<file path="config.mk">
export PLATFORM = sky130hd
export DESIGN_NAME = nearest_point_to_footprint
export DESIGN_NICKNAME = d
export VERILOG_FILES = /design/src/rtl/nfp_pkg.sv /design/src/rtl/nfp_gap.sv /design/src/rtl/nfp_dist.sv /design/src/rtl/nfp_track.sv /design/src/rtl/nearest_point_to_footprint.sv
export SDC_FILE = /design/constraint.sdc
export NUM_CORES = 2
export LEC_CHECK = 0
export ABC_AREA = 1
export BUFFER_PORTS_ARGS = -buffer_cell sky130_fd_sc_hd__buf_2
export CORE_MARGIN = 2
export CORE_UTILIZATION = 45
export CTS_CLUSTER_SIZE = 8
export DETAILED_ROUTE_END_ITERATION = 6
export MAX_ROUTING_LAYER = met4
export SLEW_MARGIN = 20
export SYNTH_ARGS = -nofsm -noshare
export SYNTH_HDL_FRONTEND = slang
export SYNTH_SLANG_ARGS = --single-unit
</file>
<file path="constraint.sdc">
create_clock -name clk_i -period 13.5 [get_ports clk_i]
set_clock_uncertainty 0.2 [all_clocks]
set_input_delay 2.7 -clock clk_i [delete_from_list [all_inputs] [get_ports clk_i]]
set_output_delay 2.7 -clock clk_i [all_outputs]
set_load 0.02 [all_outputs]
</file>
<file path="src/rtl/nfp_pkg.sv">
// shared types and constants of the nearest-point-to-footprint block
package nfp_pkg;

  localparam int unsigned SQ_BITS   = 40;
  localparam int unsigned EXT_BITS  = 16;
  localparam int unsigned ADDR_BITS = 5;
  localparam int unsigned IDX_BITS  = 3;
  localparam int unsigned DATA_BITS = 32;
  localparam int unsigned THR_BITS  = 2 * EXT_BITS;

  // unsigned width of an axis gap: the gap of a coordinate past an extent
  // reaches at most 2^(coord_bits-1) + 2^EXT_BITS - 1
  function automatic int unsigned gap_bits(int unsigned coord_bits);
    return ((coord_bits > EXT_BITS) ? coord_bits : EXT_BITS) + 1;
  endfunction

  typedef enum logic [IDX_BITS-1:0] {
    REG_CHECK_ENABLE      = 3'd0,
    REG_FRONT_EXTENT      = 3'd1,
    REG_REAR_EXTENT       = 3'd2,
    REG_HALF_WIDTH        = 3'd3,
    REG_CONTACT_THRESHOLD = 3'd4
  } reg_idx_e;

  localparam logic                RST_CHECK_ENABLE      = 1'b1;
  localparam logic [EXT_BITS-1:0] RST_FRONT_EXTENT      = 16'd5000;
  localparam logic [EXT_BITS-1:0] RST_REAR_EXTENT       = 16'd1500;
  localparam logic [EXT_BITS-1:0] RST_HALF_WIDTH        = 16'd1200;
  localparam logic [EXT_BITS-1:0] RST_CONTACT_THRESHOLD = 16'd500;
  localparam logic [THR_BITS-1:0] RST_THRESHOLD_SQ      = 32'd250000;

  // footprint rectangle extents
  typedef struct packed {
    logic [EXT_BITS-1:0] front_extent;
    logic [EXT_BITS-1:0] rear_extent;
    logic [EXT_BITS-1:0] half_width;
  } footprint_t;

  // settings used when a cloud is reported
  typedef struct packed {
    logic                check_enable;
    logic [THR_BITS-1:0] threshold_sq;
  } report_cfg_t;

endpackage

</file>
<file path="src/rtl/nfp_gap.sv">
// input register and per-axis gap stage
module nfp_gap #(
  parameter int unsigned COORD_BITS = 20
) (
  input  logic                                        clk_i,
  input  logic                                        rst_ni,
  input  nfp_pkg::footprint_t                         footprint_i,
  input  logic                                        valid_i,
  output logic                                        ready_o,
  input  logic signed [COORD_BITS-1:0]                x_i,
  input  logic signed [COORD_BITS-1:0]                y_i,
  input  logic signed [COORD_BITS-1:0]                z_i,
  input  logic                                        last_i,
  output logic                                        valid_o,
  input  logic                                        ready_i,
  output logic [nfp_pkg::gap_bits(COORD_BITS)-1:0]    gap_x_o,
  output logic [nfp_pkg::gap_bits(COORD_BITS)-1:0]    gap_y_o,
  output logic signed [COORD_BITS-1:0]                x_o,
  output logic signed [COORD_BITS-1:0]                y_o,
  output logic signed [COORD_BITS-1:0]                z_o,
  output logic                                        last_o
);

  localparam int unsigned GW = nfp_pkg::gap_bits(COORD_BITS);
  localparam int unsigned EW = GW + 1;

  logic                         in_valid_q;
  logic signed [COORD_BITS-1:0] in_x_q, in_y_q, in_z_q;
  logic                         in_last_q;
  logic                         in_ready;

  logic                         gap_valid_q;
  logic        [GW-1:0]         gap_x_q, gap_y_q;
  logic signed [COORD_BITS-1:0] gap_px_q, gap_py_q, gap_pz_q;
  logic                         gap_last_q;
  logic                         gap_ready;

  logic signed [EW-1:0] xe, ye, front_e, rear_e, half_e;
  logic signed [EW-1:0] x_hi, x_lo, y_hi, y_lo;
  logic [GW-1:0] gap_x_d, gap_y_d;

  assign gap_ready = !gap_valid_q || ready_i;
  assign in_ready  = !in_valid_q || gap_ready;
  assign ready_o   = in_ready;

  assign xe      = $signed({{(EW-COORD_BITS){in_x_q[COORD_BITS-1]}}, in_x_q});
  assign ye      = $signed({{(EW-COORD_BITS){in_y_q[COORD_BITS-1]}}, in_y_q});
  assign front_e = $signed({{(EW-nfp_pkg::EXT_BITS){1'b0}}, footprint_i.front_extent});
  assign rear_e  = $signed({{(EW-nfp_pkg::EXT_BITS){1'b0}}, footprint_i.rear_extent});
  assign half_e  = $signed({{(EW-nfp_pkg::EXT_BITS){1'b0}}, footprint_i.half_width});

  // beyond the front edge / behind the rear edge, and past either side
  assign x_hi = xe - front_e;
  assign x_lo = -rear_e - xe;
  assign y_hi = ye - half_e;
  assign y_lo = -half_e - ye;

  // a gap stays below 2^GW, so GW unsigned bits hold it
  always_comb begin
    gap_x_d = '0;
    gap_y_d = '0;
    if (x_hi > 0) begin
      gap_x_d = x_hi[GW-1:0];
    end else if (x_lo > 0) begin
      gap_x_d = x_lo[GW-1:0];
    end
    if (y_hi > 0) begin
      gap_y_d = y_hi[GW-1:0];
    end else if (y_lo > 0) begin
      gap_y_d = y_lo[GW-1:0];
    end
  end

  always_ff @(posedge clk_i or negedge rst_ni) begin
    if (!rst_ni) begin
      in_valid_q  <= 1'b0;
      gap_valid_q <= 1'b0;
    end else begin
      if (in_ready) begin
        in_valid_q <= valid_i;
      end
      if (gap_ready) begin
        gap_valid_q <= in_valid_q;
      end
    end
  end

  always_ff @(posedge clk_i) begin
    if (valid_i && in_ready) begin
      in_x_q    <= x_i;
      in_y_q    <= y_i;
      in_z_q    <= z_i;
      in_last_q <= last_i;
    end
    if (in_valid_q && gap_ready) begin
      gap_x_q    <= gap_x_d;
      gap_y_q    <= gap_y_d;
      gap_px_q   <= in_x_q;
      gap_py_q   <= in_y_q;
      gap_pz_q   <= in_z_q;
      gap_last_q <= in_last_q;
    end
  end

  assign valid_o = gap_valid_q;
  assign gap_x_o = gap_x_q;
  assign gap_y_o = gap_y_q;
  assign x_o     = gap_px_q;
  assign y_o     = gap_py_q;
  assign z_o     = gap_pz_q;
  assign last_o  = gap_last_q;

endmodule

</file>
<file path="src/rtl/nfp_dist.sv">
// squaring stage and saturating sum stage of the squared distance
module nfp_dist #(
  parameter int unsigned COORD_BITS = 20
) (
  input  logic                                     clk_i,
  input  logic                                     rst_ni,
  input  logic                                     valid_i,
  output logic                                     ready_o,
  input  logic [nfp_pkg::gap_bits(COORD_BITS)-1:0] gap_x_i,
  input  logic [nfp_pkg::gap_bits(COORD_BITS)-1:0] gap_y_i,
  input  logic signed [COORD_BITS-1:0]             x_i,
  input  logic signed [COORD_BITS-1:0]             y_i,
  input  logic signed [COORD_BITS-1:0]             z_i,
  input  logic                                     last_i,
  output logic                                     valid_o,
  input  logic                                     ready_i,
  output logic        [nfp_pkg::SQ_BITS-1:0]       sq_dist_o,
  output logic signed [COORD_BITS-1:0]             x_o,
  output logic signed [COORD_BITS-1:0]             y_o,
  output logic signed [COORD_BITS-1:0]             z_o,
  output logic                                     last_o
);

  localparam int unsigned SQ = nfp_pkg::SQ_BITS;
  localparam int unsigned GW = nfp_pkg::gap_bits(COORD_BITS);
  localparam int unsigned PB = 2 * GW;
  localparam int unsigned PW = (PB > SQ + 1) ? PB : SQ + 1;

  logic [PB-1:0]           prod_x, prod_y;
  logic [PW-1:0]           prod_x_ext, prod_y_ext;
  logic [SQ-1:0]           sat_x, sat_y;
  logic [SQ:0]             sum;
  logic [SQ-1:0]           sum_sat;

  logic                         sq_valid_q;
  logic [SQ-1:0]                sq_x_q, sq_y_q;
  logic signed [COORD_BITS-1:0] sq_px_q, sq_py_q, sq_pz_q;
  logic                         sq_last_q;
  logic                         sq_ready;

  logic                         sum_valid_q;
  logic [SQ-1:0]                sum_q;
  logic signed [COORD_BITS-1:0] sum_px_q, sum_py_q, sum_pz_q;
  logic                         sum_last_q;
  logic                         sum_ready;

  assign prod_x     = PB'(gap_x_i) * PB'(gap_x_i);
  assign prod_y     = PB'(gap_y_i) * PB'(gap_y_i);
  assign prod_x_ext = PW'(prod_x);
  assign prod_y_ext = PW'(prod_y);
  // each square clips at the top of the distance range
  assign sat_x = (|prod_x_ext[PW-1:SQ]) ? {SQ{1'b1}} : prod_x_ext[SQ-1:0];
  assign sat_y = (|prod_y_ext[PW-1:SQ]) ? {SQ{1'b1}} : prod_y_ext[SQ-1:0];

  assign sum     = {1'b0, sq_x_q} + {1'b0, sq_y_q};
  assign sum_sat = sum[SQ] ? {SQ{1'b1}} : sum[SQ-1:0];

  assign sum_ready = !sum_valid_q || ready_i;
  assign sq_ready  = !sq_valid_q || sum_ready;
  assign ready_o   = sq_ready;

  always_ff @(posedge clk_i or negedge rst_ni) begin
    if (!rst_ni) begin
      sq_valid_q  <= 1'b0;
      sum_valid_q <= 1'b0;
    end else begin
      if (sq_ready) begin
        sq_valid_q <= valid_i;
      end
      if (sum_ready) begin
        sum_valid_q <= sq_valid_q;
      end
    end
  end

  always_ff @(posedge clk_i) begin
    if (valid_i && sq_ready) begin
      sq_x_q    <= sat_x;
      sq_y_q    <= sat_y;
      sq_px_q   <= x_i;
      sq_py_q   <= y_i;
      sq_pz_q   <= z_i;
      sq_last_q <= last_i;
    end
    if (sq_valid_q && sum_ready) begin
      sum_q      <= sum_sat;
      sum_px_q   <= sq_px_q;
      sum_py_q   <= sq_py_q;
      sum_pz_q   <= sq_pz_q;
      sum_last_q <= sq_last_q;
    end
  end

  assign valid_o   = sum_valid_q;
  assign sq_dist_o = sum_q;
  assign x_o       = sum_px_q;
  assign y_o       = sum_py_q;
  assign z_o       = sum_pz_q;
  assign last_o    = sum_last_q;

endmodule

</file>
<file path="src/rtl/nfp_track.sv">
// running minimum of one cloud and the result register
module nfp_track #(
  parameter int unsigned COORD_BITS = 20
) (
  input  logic                               clk_i,
  input  logic                               rst_ni,
  input  nfp_pkg::report_cfg_t               cfg_i,
  input  logic                               valid_i,
  output logic                               ready_o,
  input  logic        [nfp_pkg::SQ_BITS-1:0] sq_dist_i,
  input  logic signed [COORD_BITS-1:0]       x_i,
  input  logic signed [COORD_BITS-1:0]       y_i,
  input  logic signed [COORD_BITS-1:0]       z_i,
  input  logic                               last_i,
  output logic                               out_valid_o,
  input  logic                               out_ready_i,
  output logic                               nearest_valid_o,
  output logic                               obstacle_found_o,
  output logic        [nfp_pkg::SQ_BITS-1:0] nearest_sq_distance_o,
  output logic signed [COORD_BITS-1:0]       nearest_x_o,
  output logic signed [COORD_BITS-1:0]       nearest_y_o,
  output logic signed [COORD_BITS-1:0]       nearest_z_o
);

  localparam int unsigned SQ = nfp_pkg::SQ_BITS;

  logic [SQ-1:0]                best_q, best_d;
  logic signed [COORD_BITS-1:0] best_x_q, best_x_d;
  logic signed [COORD_BITS-1:0] best_y_q, best_y_d;
  logic signed [COORD_BITS-1:0] best_z_q, best_z_d;
  logic                         seen_q;
  logic                         take;
  logic                         accept;
  logic                         report;
  logic                         hit;

  logic                         out_valid_q;
  logic                         res_valid_q, res_hit_q;
  logic [SQ-1:0]                res_sq_q;
  logic signed [COORD_BITS-1:0] res_x_q, res_y_q, res_z_q;

  // only a closing point has to wait for the result register
  assign ready_o = !last_i || !out_valid_q || out_ready_i;
  assign accept  = valid_i && ready_o;
  assign report  = accept && last_i;

  // first point of a cloud always wins, ties keep the earlier point
  assign take     = !seen_q || (sq_dist_i < best_q);
  assign best_d   = take ? sq_dist_i : best_q;
  assign best_x_d = take ? x_i : best_x_q;
  assign best_y_d = take ? y_i : best_y_q;
  assign best_z_d = take ? z_i : best_z_q;
  assign hit      = best_d < SQ'(cfg_i.threshold_sq);

  always_ff @(posedge clk_i or negedge rst_ni) begin
    if (!rst_ni) begin
      best_q      <= '1;
      best_x_q    <= '0;
      best_y_q    <= '0;
      best_z_q    <= '0;
      seen_q      <= 1'b0;
      out_valid_q <= 1'b0;
    end else begin
      if (report) begin
        best_q   <= '1;
        best_x_q <= '0;
        best_y_q <= '0;
        best_z_q <= '0;
        seen_q   <= 1'b0;
      end else if (accept) begin
        best_q   <= best_d;
        best_x_q <= best_x_d;
        best_y_q <= best_y_d;
        best_z_q <= best_z_d;
        seen_q   <= 1'b1;
      end
      if (report) begin
        out_valid_q <= 1'b1;
      end else if (out_ready_i) begin
        out_valid_q <= 1'b0;
      end
    end
  end

  always_ff @(posedge clk_i) begin
    if (report) begin
      res_valid_q <= cfg_i.check_enable;
      res_hit_q   <= cfg_i.check_enable && hit;
      res_sq_q    <= cfg_i.check_enable ? best_d : '0;
      res_x_q     <= cfg_i.check_enable ? best_x_d : '0;
      res_y_q     <= cfg_i.check_enable ? best_y_d : '0;
      res_z_q     <= cfg_i.check_enable ? best_z_d : '0;
    end
  end

  assign out_valid_o           = out_valid_q;
  assign nearest_valid_o       = res_valid_q;
  assign obstacle_found_o      = res_hit_q;
  assign nearest_sq_distance_o = res_sq_q;
  assign nearest_x_o           = res_x_q;
  assign nearest_y_o           = res_y_q;
  assign nearest_z_o           = res_z_q;

endmodule

</file>
<file path="src/rtl/nearest_point_to_footprint.sv">
// top level: nearest point of a point cloud to the vehicle footprint
//
//   channel   direction  handshake                  payload
//   point     in         in_valid_i / in_ready_o    point_x/y/z_i, last_point_i
//   result    out        out_valid_o / out_ready_i  nearest_*_o, obstacle_found_o
//   config    in         psel/penable/pwrite/pready paddr, pwdata, prdata
//
// one point transfer per cycle, but for the stall of a last point noted below;
// a point passes four register stages (input, axis gap, square, sum) and the
// running minimum, and the last point of a cloud loads the result register
// reset restores the register reset values and an empty cloud at once
// only a last point stalls, and only while the previous result is still untaken;
// ordinary points keep flowing past a waiting result
module nearest_point_to_footprint #(
  parameter int unsigned COORD_BITS = 20
) (
  input  logic                                 clk_i,
  input  logic                                 rst_ni,
  // point stream
  input  logic                                 in_valid_i,
  output logic                                 in_ready_o,
  input  logic signed [COORD_BITS-1:0]         point_x_i,
  input  logic signed [COORD_BITS-1:0]         point_y_i,
  input  logic signed [COORD_BITS-1:0]         point_z_i,
  input  logic                                 last_point_i,
  // result stream
  output logic                                 out_valid_o,
  input  logic                                 out_ready_i,
  output logic                                 nearest_valid_o,
  output logic                                 obstacle_found_o,
  output logic        [nfp_pkg::SQ_BITS-1:0]   nearest_sq_distance_o,
  output logic signed [COORD_BITS-1:0]         nearest_x_o,
  output logic signed [COORD_BITS-1:0]         nearest_y_o,
  output logic signed [COORD_BITS-1:0]         nearest_z_o,
  // register port
  input  logic                                 psel,
  input  logic                                 penable,
  input  logic                                 pwrite,
  input  logic        [nfp_pkg::ADDR_BITS-1:0] paddr,
  input  logic        [nfp_pkg::DATA_BITS-1:0] pwdata,
  output logic        [nfp_pkg::DATA_BITS-1:0] prdata,
  output logic                                 pready
);

  localparam int unsigned EB = nfp_pkg::EXT_BITS;
  localparam int unsigned GW = nfp_pkg::gap_bits(COORD_BITS);

  // configuration registers
  logic                         check_enable_q;
  logic [EB-1:0]                front_extent_q;
  logic [EB-1:0]                rear_extent_q;
  logic [EB-1:0]                half_width_q;
  logic [EB-1:0]                contact_threshold_q;
  // threshold squared, kept ready so the report path holds no multiplier
  logic [nfp_pkg::THR_BITS-1:0] threshold_sq_q;
  logic [nfp_pkg::THR_BITS-1:0] threshold_sq_wr;

  nfp_pkg::reg_idx_e reg_idx;
  logic              reg_wr;

  nfp_pkg::footprint_t  footprint;
  nfp_pkg::report_cfg_t report_cfg;

  // stage links
  logic                          gap_valid, gap_ready;
  logic        [GW-1:0]          gap_x, gap_y;
  logic signed [COORD_BITS-1:0]  gap_px, gap_py, gap_pz;
  logic                          gap_last;
  logic                          dist_valid, dist_ready;
  logic [nfp_pkg::SQ_BITS-1:0]   dist_sq;
  logic signed [COORD_BITS-1:0]  dist_px, dist_py, dist_pz;
  logic                          dist_last;

  // register port: no wait states, write lands in the access phase
  assign pready  = 1'b1;
  assign reg_wr  = psel && penable && pwrite;
  assign reg_idx = nfp_pkg::reg_idx_e'(paddr[nfp_pkg::ADDR_BITS-1:2]);

  assign threshold_sq_wr = nfp_pkg::THR_BITS'(pwdata[EB-1:0]) *
                           nfp_pkg::THR_BITS'(pwdata[EB-1:0]);

  always_ff @(posedge clk_i or negedge rst_ni) begin
    if (!rst_ni) begin
      check_enable_q      <= nfp_pkg::RST_CHECK_ENABLE;
      front_extent_q      <= nfp_pkg::RST_FRONT_EXTENT;
      rear_extent_q       <= nfp_pkg::RST_REAR_EXTENT;
      half_width_q        <= nfp_pkg::RST_HALF_WIDTH;
      contact_threshold_q <= nfp_pkg::RST_CONTACT_THRESHOLD;
      threshold_sq_q      <= nfp_pkg::RST_THRESHOLD_SQ;
    end else if (reg_wr) begin
      case (reg_idx)
        nfp_pkg::REG_CHECK_ENABLE: begin
          check_enable_q <= pwdata[0];
        end
        nfp_pkg::REG_FRONT_EXTENT: begin
          front_extent_q <= pwdata[EB-1:0];
        end
        nfp_pkg::REG_REAR_EXTENT: begin
          rear_extent_q <= pwdata[EB-1:0];
        end
        nfp_pkg::REG_HALF_WIDTH: begin
          half_width_q <= pwdata[EB-1:0];
        end
        nfp_pkg::REG_CONTACT_THRESHOLD: begin
          contact_threshold_q <= pwdata[EB-1:0];
          threshold_sq_q      <= threshold_sq_wr;
        end
        default: begin
          // addresses past the register list are ignored
        end
      endcase
    end
  end

  // read back
  always_comb begin
    prdata = '0;
    case (reg_idx)
      nfp_pkg::REG_CHECK_ENABLE:      prdata = nfp_pkg::DATA_BITS'(check_enable_q);
      nfp_pkg::REG_FRONT_EXTENT:      prdata = nfp_pkg::DATA_BITS'(front_extent_q);
      nfp_pkg::REG_REAR_EXTENT:       prdata = nfp_pkg::DATA_BITS'(rear_extent_q);
      nfp_pkg::REG_HALF_WIDTH:        prdata = nfp_pkg::DATA_BITS'(half_width_q);
      nfp_pkg::REG_CONTACT_THRESHOLD: prdata = nfp_pkg::DATA_BITS'(contact_threshold_q);
      default:                        prdata = '0;
    endcase
  end

  assign footprint.front_extent = front_extent_q;
  assign footprint.rear_extent  = rear_extent_q;
  assign footprint.half_width   = half_width_q;

  // enable is only looked at when the last point reaches the minimum stage
  assign report_cfg.check_enable = check_enable_q;
  assign report_cfg.threshold_sq = threshold_sq_q;

  // input register and distance outside the rectangle along each axis
  nfp_gap #(
    .COORD_BITS (COORD_BITS)
  ) u_gap (
    .clk_i       (clk_i),
    .rst_ni      (rst_ni),
    .footprint_i (footprint),
    .valid_i     (in_valid_i),
    .ready_o     (in_ready_o),
    .x_i         (point_x_i),
    .y_i         (point_y_i),
    .z_i         (point_z_i),
    .last_i      (last_point_i),
    .valid_o     (gap_valid),
    .ready_i     (gap_ready),
    .gap_x_o     (gap_x),
    .gap_y_o     (gap_y),
    .x_o         (gap_px),
    .y_o         (gap_py),
    .z_o         (gap_pz),
    .last_o      (gap_last)
  );

  // squares, then their sum, both clipped to 40 bits
  nfp_dist #(
    .COORD_BITS (COORD_BITS)
  ) u_dist (
    .clk_i     (clk_i),
    .rst_ni    (rst_ni),
    .valid_i   (gap_valid),
    .ready_o   (gap_ready),
    .gap_x_i   (gap_x),
    .gap_y_i   (gap_y),
    .x_i       (gap_px),
    .y_i       (gap_py),
    .z_i       (gap_pz),
    .last_i    (gap_last),
    .valid_o   (dist_valid),
    .ready_i   (dist_ready),
    .sq_dist_o (dist_sq),
    .x_o       (dist_px),
    .y_o       (dist_py),
    .z_o       (dist_pz),
    .last_o    (dist_last)
  );

  // running minimum; a last point closes the cloud into the result register
  nfp_track #(
    .COORD_BITS (COORD_BITS)
  ) u_track (
    .clk_i                 (clk_i),
    .rst_ni                (rst_ni),
    .cfg_i                 (report_cfg),
    .valid_i               (dist_valid),
    .ready_o               (dist_ready),
    .sq_dist_i             (dist_sq),
    .x_i                   (dist_px),
    .y_i                   (dist_py),
    .z_i                   (dist_pz),
    .last_i                (dist_last),
    .out_valid_o           (out_valid_o),
    .out_ready_i           (out_ready_i),
    .nearest_valid_o       (nearest_valid_o),
    .obstacle_found_o      (obstacle_found_o),
    .nearest_sq_distance_o (nearest_sq_distance_o),
    .nearest_x_o           (nearest_x_o),
    .nearest_y_o           (nearest_y_o),
    .nearest_z_o           (nearest_z_o)
  );

endmodule

</file>
==> impl_metrics.json <==
{
  "worst-setup-path-type": "flop to flop",
  "dieArea_um2": 156500,
  "hold_ws_ns": 0.1933,
  "drc": 0,
  "post_drt_wl_per_cell_um": 18.25,
  "cts-root-buf": "clkbuf_16",
  "nets": 9455,
  "cts_buffers": 100,
  "register_area_um2": 20370,
  "status": "completed",
  "final_cell_mix": "2,030 x inv_1, 1,338 x nand2_1, 791 x fa_1",
  "synth_edf_count": 508,
  "end_kind": "flop",
  "final_common_cell": "inv_1",
  "synth_cell_types": 61,
  "critPathLaunchType": "flop",
  "multi_input_area_um2": 40110,
  "chipHeight_um": 395.6,
  "drt-vias-per-instance": 5.032,
  "grt_max_degree": 142,
  "track_usage_pct": 24.56,
  "vias": 50590,
  "antenna_found_initial": 3,
  "initial_core_util_pct": 45.36,
  "cts.path.max_buffers": 3,
  "rows": 143,
  "crit_required_ns": 13.78,
  "rsz0062_at_grt": "false",
  "grt_pass1_vias": 52160,
  "core_um2": 152100,
  "nFillCells": 14540,
  "fin_crit_ns": 8.641,
  "drt_wl_total_um": 183500,
  "clk_latency_ns": 0.74,
  "portBuffers": 206,
  "die_w_um": 395.6,
  "setup_violations": 0,
  "grt_pass1_wl_um": 290800,
  "area_delta_synth_final_pct": 8.948,
  "syn_avg_cell_area_um2": 8.852,
  "gp_congestion": 0.9672,
  "hold_path.class": "flop to flop",
  "final_antenna_net_count": 0,
  "cts_num_sinks": 709,
  "grt-ovfl-total": 0,
  "synth_ff_type": "edfxtp_1",
  "cts_tree": "done",
  "finalMaxSlewViolations": 0,
  "drt_iter0_drc": 3699,
  "hold_viol": 0,
  "critPathArrivalTime_ns": 8.92,
  "ys_ff_latch": 709,
  "ys.warnings.count": 0,
  "synth_area_um2": 68990,
  "io_pins": 242,
  "synthArstFlopShare_pct": 28.35,
  "maxSlewHeadroom_pct": 24.90,
  "htreeDepth": 3,
  "max_freq_mhz": 115.7,
  "cp_max_fo": 26,
  "postCtsSetupBuffers": 0,
  "ys_seq_area_share_pct": 29.53,
  "drt_first_pass_iters": 5,
  "dpl.hpwl_um": 145400,
  "synth_cells": 7794,
  "maxCapViolCount": 0,
  "drive_gt1_share_pct": 6.608,
  "min_period_over_period_pct": 64.01,
  "tightest_slew_ns": 1.126,
  "tns_ns": 0,
  "cts.hold.buffers_added": 0,
  "clkSlewWorstSetupHoldPaths_ns": 0.06,
  "cts_resized": 0
}
## layer usage
| metal | track usage, % | wire [µm] | share of wire (%) | vias to the layer above |
|---|---|---|---|---|
| li1 | - | - | - | 24340 |
| met1 | 33.72 | 84280 | 46 | 24760 |
| met2 | 38.49 | 84170 | 46 | 1249 |
| met3 | 3.040 | 9898 | 5.4 | 236 |
| met4 | 6.735 | 5114 | 2.8 | 0 |
| met5 | - | 0 | 0 | - |
## worst paths after layout
path                                  start              endpoint  slack [ns]  cells after the start
max                        u_gap.gap_y_o[5]     u_dist.sq_y_q[35]        4.86                     25
min reg2reg                   u_gap.z_o[10]    u_dist.sq_pz_q[10]        0.19                      0
min in group asynchronous            rst_ni       half_width_q[8]        1.80                      1
min                           u_gap.z_o[10]    u_dist.sq_pz_q[10]        0.19                      0
max in group asynchronous            rst_ni  u_track.best_z_q[14]        9.04                      3
max reg2reg                u_gap.gap_y_o[5]     u_dist.sq_y_q[35]        4.86                     25
## final cells by class
| cell class | count | share of cell area, % |
|---|---|---|
| multi-input combinational | 4828 | 53.36 |
| sequential | 709 | 27.10 |
| inverter | 2036 | 10.18 |
| clock buffer | 180 | 3.784 |
| tap | 2030 | 3.379 |
| timing repair buffer | 258 | 1.946 |
| clock inverter | 10 | 0.2380 |
| antenna | 1 | 0.003329 |
## flip-flops by register name (all words and copies together) (netlist names), 21 cells and up
| register | count |
|---|---|
| u_gap.gap_y_o | 21 |
| u_dist.sq_x_q | 40 |
| u_track.nearest_sq_distance_o | 40 |
| u_track.best_q | 40 |
| u_dist.sq_y_q | 40 |
| u_gap.gap_x_o | 21 |
| threshold_sq_q | 30 |
| u_dist.sq_dist_o | 40 |
## critical path, stage by stage (launching register included)
cell and delay [ns]:
edfxtp_1 1.04, nand2_1 0.19, fa_1 0.64, inv_1 0.07, fa_1 0.51, inv_1 0.05
fa_1 0.48, inv_1 0.05, fa_1 0.50, fa_1 0.46, fa_1 0.52, inv_1 0.05
fa_1 0.48, inv_1 0.04, ha_1 0.32, nand2_1 0.14, inv_1 0.05, a21oi_1 0.22
o21ai_0 0.16, and2_1 0.16, o21ai_0 0.15, nand3_1 0.12, xor2_1 0.16, nand2_1 0.36
clkinv_1 0.83, nand3b_1 0.43
## synth_stat cells (52+ instances only)
| library cell | instances | share of area, % |
|---|---|---|
| o22ai_1 | 112 | 1.0 |
| dfstp_2 | 70 | 2.7 |
| fa_1 | 791 | 23 |
| nand2_1 | 1339 | 7.3 |
| a31oi_1 | 52 | 0.47 |
| xnor2_1 | 69 | 0.88 |
| a21oi_1 | 336 | 2.4 |
| nand3_1 | 252 | 1.8 |
| inv_1 | 2034 | 11 |
| xor2_1 | 110 | 1.4 |
| o21ai_0 | 277 | 2.0 |
| clkbuf_1 | 182 | 0.99 |
| ha_1 | 626 | 11 |
| dfrtp_1 | 131 | 4.8 |
| or2_2 | 54 | 0.49 |
| nor2_1 | 473 | 2.6 |
| edfxtp_1 | 508 | 22 |
## kinds of logic (layout without fill, tap and decap cells)
kind of cell	Yosys count	after routing	share of synthesized area (%)
AND/OR/NAND/NOR	2284	2284	13.69
flip-flops	709	709	29.53
buffers and inverters	2272	2484	12.54
other	2	18	0.01089
AO/OA/AOI/OAI	931	931	7.659
XOR/XNOR	179	179	2.272
adder cells (fa/ha/maj)	1417	1417	34.31
## through the flow
step           cells  worst slack, ns  cell area (µm²)  util, %
5_1_grt        10050            4.282            75160    49.42
4_1_cts        10050            4.712            75110    49.39
3_5_place_dp    9858            4.631            72090    47.40
3_3_place_gp    9858            4.674            72090    47.40
2_1_floorplan   7809            3.868            69050        -
6_report       10050            4.859            75160    49.42
Power is not shown: default switching activity piles up to over one toggle a cycle in this logic, so the estimate is an artifact.
